===== config.mk =====
export PLATFORM = sky130hd
export DESIGN_NAME = ptrr_ctrl
export DESIGN_NICKNAME = d
export VERILOG_FILES = /design/src/ptrr_pkg.sv /design/src/ptrr_ctrl.sv
export SDC_FILE = /design/constraint.sdc
export NUM_CORES = 1
export LEC_CHECK = 0
export ABC_CLOCK_PERIOD_IN_PS = 14040
export BUFFER_PORTS_ARGS = -buffer_cell sky130_fd_sc_hd__clkbuf_2
export CAP_MARGIN = 0
export CORE_AREA = 2 2 136 138
export CTS_BUF_LIST = sky130_fd_sc_hd__clkbuf_2 sky130_fd_sc_hd__clkbuf_4 sky130_fd_sc_hd__clkbuf_8
export DETAILED_ROUTE_END_ITERATION = 12
export DIE_AREA = 0 0 138 140
export GPL_ROUTABILITY_DRIVEN = 0
export PLACE_DENSITY = 0.92
export SLEW_MARGIN = 25
export SYNTH_ARGS = -nofsm -noshare
export SYNTH_HDL_FRONTEND = slang
export SYNTH_SLANG_ARGS = --single-unit

===== constraint.sdc =====
create_clock -name clock -period 14.04 [get_ports clock]
set_input_delay 0 -clock clock [delete_from_list [all_inputs] [get_ports clock]]
set_output_delay 0 -clock clock [all_outputs]
set_load 0.03 [all_outputs]

===== src/ptrr_pkg.sv =====
// Package for the process table round-robin scheduler.
// Holds table sizing, status and op codes, pid and sleep constants and the entry and port types; no dependencies.
`timescale 1ns / 1ps
package ptrr_pkg;
   localparam int ENTRIES = 128;
   localparam int IDX_W   = $clog2(ENTRIES);
   localparam int CNT_W   = IDX_W + 1;

   typedef enum logic [2:0] {
      ST_FREE    = 3'd0,
      ST_NEW     = 3'd1,
      ST_READY   = 3'd2,
      ST_RUNNING = 3'd3,
      ST_BLOCKED = 3'd4
   } status_type;

   typedef enum logic [3:0] {
      OP_ALLOC    = 4'd0,
      OP_NEW      = 4'd1,
      OP_READY    = 4'd2,
      OP_RUNNING  = 4'd3,
      OP_PAGE     = 4'd4,
      OP_SCHEDULE = 4'd5,
      OP_SLEEP    = 4'd6,
      OP_EXIT     = 4'd7,
      OP_TICK     = 4'd8,
      OP_GETPID   = 4'd9
   } op_type;

   localparam logic [15:0] PID_NONE      = 16'hFFFF;
   localparam logic [15:0] SLEEP_DEFAULT = 16'd5;

   // one table entry: status, pid, parent pid, countdown, page base
   typedef struct packed {
      status_type  status;
      logic [15:0] pid;
      logic [15:0] parent_pid;
      logic [15:0] countdown;
      logic [31:0] page_base;
   } entry_type;

   typedef struct packed {
      logic                 wr_en;
      logic [IDX_W-1:0]     wr_addr;
      entry_type            wr_data;
      logic [IDX_W-1:0]     rd_addr;
   } mem_ctl_type;
endpackage


===== src/ptrr_ctrl.sv =====
// Sequencer for the task table: decodes ops, sweeps slots one per cycle.
// Drives the ptrr_table ports; uses ptrr_pkg.
`timescale 1ns / 1ps
module ptrr_ctrl (
   input  logic                  clock,
   input  logic                  reset,
   input  logic                  clear_done,
   input  logic                  csr_write,
   input  logic [15:0]           csr_wdata,
   input  logic                  req_valid,
   output logic                  req_stall,
   input  logic [3:0]            req_op,
   input  logic [6:0]            req_slot,
   input  logic signed [15:0]    req_pid,
   input  logic signed [15:0]    req_parent_pid,
   input  logic [31:0]           req_page_base,
   input  logic [15:0]           req_sleep_ticks,
   output logic                  rsp_valid,
   input  logic                  rsp_stall,
   output logic [6:0]            rsp_result_slot,
   output logic                  rsp_found,
   output logic signed [15:0]    rsp_result_pid,
   output logic [31:0]           rsp_result_page_base,
   output ptrr_pkg::mem_ctl_type ctl,
   input  ptrr_pkg::entry_type   rd_data
);
   import ptrr_pkg::*;

   typedef enum logic [2:0] {
      S_IDLE, S_RMW_RD, S_RMW_WR, S_SCAN, S_SCAN_WR, S_DONE
   } state_type;

   state_type         state_ff;
   op_type            op_ff;
   logic [IDX_W-1:0]  cur_ff, idx_ff;
   logic [CNT_W-1:0]  cnt_ff;
   logic [15:0]       pid_ff, ppid_ff, ticks_ff, dsleep_ff;
   logic [31:0]       page_ff;
   logic              accept;
   logic              slot_ok;
   logic              scan_op;
   logic              cur_op;
   logic              sched_hit;
   logic [IDX_W-1:0]  start_idx;
   logic [IDX_W-1:0]  first_idx;
   logic [IDX_W-1:0]  idx_in;
   logic [15:0]       dec;

   assign req_stall = (state_ff != S_IDLE) || rsp_valid || !clear_done;
   assign accept    = req_valid && !req_stall;
   assign slot_ok   = 32'(req_slot) < ENTRIES;
   assign scan_op   = (req_op == OP_ALLOC) || (req_op == OP_SCHEDULE) ||
                      (req_op == OP_TICK);
   assign cur_op    = (req_op == OP_SLEEP) || (req_op == OP_EXIT) || (req_op == OP_GETPID);
   assign start_idx = (req_op == OP_ALLOC || req_op == OP_TICK) ? '0 : cur_ff + 1'b1;
   assign first_idx = cur_op ? cur_ff : (scan_op ? start_idx : req_slot[IDX_W-1:0]);
   assign idx_in    = idx_ff + 1'b1;
   assign dec       = rd_data.countdown - 16'd1;
   // scheduler found a ready slot: hold the index for the write-back
   assign sched_hit = (state_ff == S_SCAN) && (op_ff != OP_ALLOC) && (op_ff != OP_TICK) &&
                      (rd_data.status == ST_READY);

   always_comb begin
      ctl         = '0;
      ctl.rd_addr = idx_ff;
      ctl.wr_addr = idx_ff;
      ctl.wr_data = rd_data;
      case (state_ff)
         S_IDLE: begin
            ctl.rd_addr = accept ? first_idx : idx_ff;
         end
         S_RMW_WR: begin
            ctl.wr_en = 1'b1;
            case (op_ff)
               OP_NEW: begin
                  ctl.wr_data.status     = ST_NEW;
                  ctl.wr_data.pid        = pid_ff;
                  ctl.wr_data.parent_pid = ppid_ff;
                  ctl.wr_data.countdown  = dsleep_ff;
               end
               OP_READY:   ctl.wr_data.status = ST_READY;
               OP_RUNNING: ctl.wr_data.status = ST_RUNNING;
               OP_PAGE:    ctl.wr_data.page_base = page_ff;
               OP_SLEEP: begin
                  ctl.wr_data.status    = ST_BLOCKED;
                  ctl.wr_data.countdown = ticks_ff;
               end
               OP_EXIT: begin
                  ctl.wr_data.status = ST_FREE;
                  ctl.wr_data.pid    = PID_NONE;
               end
               default: ctl.wr_en = 1'b0;
            endcase
            ctl.rd_addr = cur_ff + 1'b1;
         end
         S_SCAN: begin
            ctl.rd_addr = sched_hit ? idx_ff : idx_in;
            if (op_ff == OP_TICK && rd_data.status == ST_BLOCKED) begin
               ctl.wr_en = 1'b1;
               ctl.wr_data.countdown = dec;
               if (dec == 16'd0) ctl.wr_data.status = ST_READY;
            end
         end
         S_SCAN_WR: begin
            ctl.wr_en = 1'b1;
            ctl.wr_data.status = ST_RUNNING;
         end
         default: ;
      endcase
   end

   always_ff @(posedge clock) begin
      if (reset) begin
         state_ff  <= S_IDLE;
         cur_ff    <= '0;
         rsp_valid <= 1'b0;
         dsleep_ff <= SLEEP_DEFAULT;
      end else begin
         if (csr_write) dsleep_ff <= csr_wdata;
         if (rsp_valid && !rsp_stall) rsp_valid <= 1'b0;
         case (state_ff)
            S_IDLE: begin
               if (accept) begin
                  op_ff                <= op_type'(req_op);
                  pid_ff               <= req_pid;
                  ppid_ff              <= req_parent_pid;
                  page_ff              <= req_page_base;
                  ticks_ff             <= req_sleep_ticks;
                  rsp_result_slot      <= '0;
                  rsp_found            <= 1'b0;
                  rsp_result_pid       <= '0;
                  rsp_result_page_base <= '0;
                  cnt_ff               <= '0;
                  idx_ff               <= first_idx;
                  case (req_op)
                     OP_ALLOC, OP_TICK, OP_SCHEDULE: state_ff <= S_SCAN;
                     OP_NEW, OP_READY, OP_RUNNING, OP_PAGE: begin
                        state_ff <= slot_ok ? S_RMW_RD : S_DONE;
                     end
                     OP_SLEEP, OP_EXIT, OP_GETPID: state_ff <= S_RMW_RD;
                     default: state_ff <= S_DONE;
                  endcase
               end
            end
            S_RMW_RD: begin
               if (op_ff == OP_GETPID) begin
                  rsp_result_pid <= rd_data.pid;
                  state_ff       <= S_DONE;
               end else begin
                  state_ff <= S_RMW_WR;
               end
            end
            S_RMW_WR: begin
               if (op_ff == OP_SLEEP || op_ff == OP_EXIT) begin
                  idx_ff   <= cur_ff + 1'b1;
                  cnt_ff   <= '0;
                  state_ff <= S_SCAN;
               end else begin
                  state_ff <= S_DONE;
               end
            end
            S_SCAN: begin
               // scheduler checks up to ENTRIES-1 slots, alloc up to all of them, tick all of them
               if (!sched_hit) idx_ff <= idx_in;
               cnt_ff <= cnt_ff + 1'b1;
               if (op_ff == OP_ALLOC) begin
                  if (rd_data.status == ST_FREE) begin
                     rsp_result_slot <= 7'(idx_ff);
                     rsp_found       <= 1'b1;
                     state_ff        <= S_DONE;
                  end else if (cnt_ff == CNT_W'(ENTRIES - 1)) begin
                     state_ff <= S_DONE;
                  end
               end else if (op_ff == OP_TICK) begin
                  if (cnt_ff == CNT_W'(ENTRIES - 1)) state_ff <= S_DONE;
               end else begin
                  if (sched_hit) begin
                     cur_ff               <= idx_ff;
                     rsp_result_slot      <= 7'(idx_ff);
                     rsp_found            <= 1'b1;
                     rsp_result_page_base <= rd_data.page_base;
                     state_ff             <= S_SCAN_WR;
                  end else if (cnt_ff == CNT_W'(ENTRIES - 2)) begin
                     cur_ff   <= '0;
                     state_ff <= S_DONE;
                  end
               end
            end
            S_SCAN_WR: state_ff <= S_DONE;
            S_DONE: begin
               rsp_valid <= 1'b1;
               state_ff  <= S_IDLE;
            end
            default: state_ff <= S_IDLE;
         endcase
      end
   end
endmodule


==> impl_metrics.env <==
export IMPL_portBuffers=351
export IMPL_clock_latency_ns=0.45
export IMPL_slew_violations=0
export IMPL_dr_pass1_iters=7
export IMPL_cts_tree="yes"
export IMPL_yosysSeqAreaShare_pct=57.50
export IMPL_multi_input_area_mm2=0.003580
export IMPL_post_route_util_pct=72.00
export IMPL_maxSlewHeadroom_pct=35.13
export IMPL_synthToLayoutAreaGrowth_pct=41.68
export IMPL_nNetsFinal=1503
export IMPL_synth_area_leaders="edfxtp_1, dfxtp_1, nand2_1"
export IMPL_drc=0
export IMPL_fin_ws_ns=10.42
export IMPL_dieArea_mm2=0.01932
export IMPL_ys_async_sr_fraction_pct=0
export IMPL_synth_seq_cells=182
export IMPL_ant_nets=0
export IMPL_fillCellCount=1168
export IMPL_end_kind="primary output"
export IMPL_min_period_ns=3.622
export IMPL_swShare_pct=37.77
export IMPL_synth_most_common_cell="edfxtp_1"
export IMPL_hold_viol=0
export IMPL_die_w_um=138
export IMPL_grt_max_degree=51
export IMPL_combPwrFrac_pct=32.8
export IMPL_wirelength_um=31830
export IMPL_power_mw=1.595
export IMPL_critPathArrivalTime_ns=3.62
export IMPL_synth_top_area_cell="edfxtp_1"
export IMPL_core_area_mm2=0.01778
export IMPL_yosysTopAreaCellShare_pct=51.52
export IMPL_critPathKind="register to primary output"
export IMPL_htreeDepth=4
export IMPL_numCtsBuffers=17
export IMPL_worst_pin_slew_ns=0.9650
export IMPL_postCtsSetupRepairBufs=0
export IMPL_hold_path_class="input pin to register"
export IMPL_synth_edff_count=155
export IMPL_cts_sinks=182
export IMPL_period_share_pct=25.80
export IMPL_core_rowCount=49
export IMPL_syn_num_nets=1033
export IMPL_switching_power_mw=0.6026
export IMPL_grt_antenna_before_repair=2
export IMPL_intPower_mw=0.9927
export IMPL_routed_via_count=9094
export IMPL_routedWlPerCell_um=20.62
export IMPL_fmax_mhz=276.1
export IMPL_synthFlopType="edfxtp_1"
export IMPL_cts_root_buf="clkbuf_8"
export IMPL_clk_path_buf_depth=2
export IMPL_dp_slack_ns=10.57
export IMPL_grt_overflow_total=0
export IMPL_pwr_share_seq_pct=45.8
export IMPL_cp_required_ns=14.04
export IMPL_status="completed"
export IMPL_cp_max_fo=19
export IMPL_syn_inst=830
export IMPL_first_global_vias=8920
export IMPL_power_density_mw_per_mm2=124.6
export IMPL_grt_pass1_wl_um=48800
export IMPL_irDropWorstVdd_mv=0.09516
export IMPL_register_area_mm2=0.005195
export IMPL_clkPwrFrac_pct=21.4
export IMPL_cp_start_kind="register"
export IMPL_cap_violations=0
export IMPL_drive_above_1_share_pct=33.05
export IMPL_grt_usage_pct=32.03
export IMPL_hpwl_um=19930
export IMPL_start_util_pct=50.82
export IMPL_leakage_nw=5.427
export IMPL_rsz0062_at_grt="false"
export IMPL_drt_iter0_markers=946
export IMPL_synth_cell_types=65
export IMPL_die_h_um=140
export IMPL_yosys_top_cells_count="edfxtp_1, nand2_1, nor2_1"
export IMPL_viasPerCell=5.890
export IMPL_avgSynthCellArea_um2=10.89
export IMPL_clk_transition_reported_paths_ns=0.09
export IMPL_tns_ns=0
export IMPL_cts_hold_buf=149
export IMPL_post_cts_resized=0
export IMPL_ys_warn_count=0
export IMPL_setup_viol=0
export IMPL_ff2ff_setup_slack_ns=10.63
export IMPL_io_pins=352
export IMPL_clock_skew_ns=0.01619
export IMPL_syn_area_mm2=0.009035
-- worst max-delay path, stage by stage, from the launching register on --
cell and delay [ns]:
dfxtp_1 0.74, nor2b_1 0.36, nand2_1 0.44, inv_1 0.20, nand3_1 0.51, o41ai_1 0.54, a221o_1 0.18, clkbuf_2 0.21
-- through the flow --
| stage | hold slack [ns] | cells | area (um^2) |
|---|---|---|---|
| after global routing | 0.05762 | 1544 | 12800 |
| final | 0.03853 | 1544 | 12800 |
| after detailed placement | 0.1786 | 1360 | 10910 |
| after CTS | 0.01412 | 1541 | 12770 |
| after global placement | 0.1764 | 1360 | 10910 |
| after floorplan | 0.09887 | 830 | 9035 |
-- power groups by stage --
stage               Clock, mW  Combinational (mW)  Sequential (mW)
finish                  0.342               0.523            0.730
global route            0.366               0.558            0.736
CTS                     0.345               0.509            0.726
detailed placement          0               0.474            0.738
global placement            0               0.463            0.734
floorplan                   0               0.288            0.761
-- state kept, by name (all words and copies together), names as in the netlist, 4 cells and up --
register	cells
cur_ff	7
idx_ff	7
op_ff	4
ppid_ff	16
pid_ff	16
page_ff	32
rsp_result_slot	7
ticks_ff	16
rsp_result_page_base	32
dsleep_ff	16
rsp_result_pid	16
cnt_ff	8
-- worst paths after layout --
path	cells after the start	to	from
hold reg to reg	2	dsleep_ff[4]$_SDFFE_PP0P_	dsleep_ff[4]$_SDFFE_PP0P_
setup reg to reg	5	page_ff[29]$_DFFE_PP_	state_ff[2]$_SDFFE_PP0P_
setup / recovery	7	ctl[44]	state_ff[1]$_SDFFE_PP0P_
hold / removal	3	idx_ff[4]$_DFFE_PP_	req_slot[4]
-- cell usage in the layout, fill, tap and decap left out, types with 20 or more instances in the layout --
master / Yosys / layout
dlygate4sd3_1: 0 / 149
edfxtp_1: 155 / 155
dfxtp_1: 27 / 27
clkbuf_2: 0 / 351
o21ai_0: 32 / 32
nand3_1: 42 / 42
and3_1: 20 / 20
nor2_1: 64 / 63
mux2_2: 33 / 33
and2_1: 40 / 40
nand2_1: 116 / 116
a21oi_1: 35 / 34
-- final cells by class --
type,count,share of cell area [%]
inverter,12,0.3519
sequential,182,40.58
timing repair buffer,507,25.94
clock buffer,19,1.945
clock inverter,13,0.9383
multi-input combinational,580,27.96
antenna,2,0.03910
tap,229,2.238
-- per-layer routing --
| layer | part of all wire (%) | GRT usage (%) | routed length, um |
|---|---|---|---|
| met5 | 0 | 0 | 0 |
| met4 | 4.9 | 15.15 | 1573 |
| met3 | 10 | 7.863 | 3264 |
| met2 | 49 | 54.95 | 15700 |
| met1 | 35 | 38.12 | 11290 |
-- cells by family (layout without fill, tap and decap cells) --
kind of cell	count (synthesis)	after routing	synth area share (%)
AO/OA/AOI/OAI	154	154	11.36
XOR/XNOR	17	17	1.648
multiplexers	50	50	6.010
flip-flops	182	182	57.50
adder cells (fa/ha/maj)	7	7	0.9694
other	0	2	0
buffers and inverters	68	551	3.240
AND/OR/NAND/NOR	352	352	19.28
No activity file was read; power rests on OpenSTA's default activity.
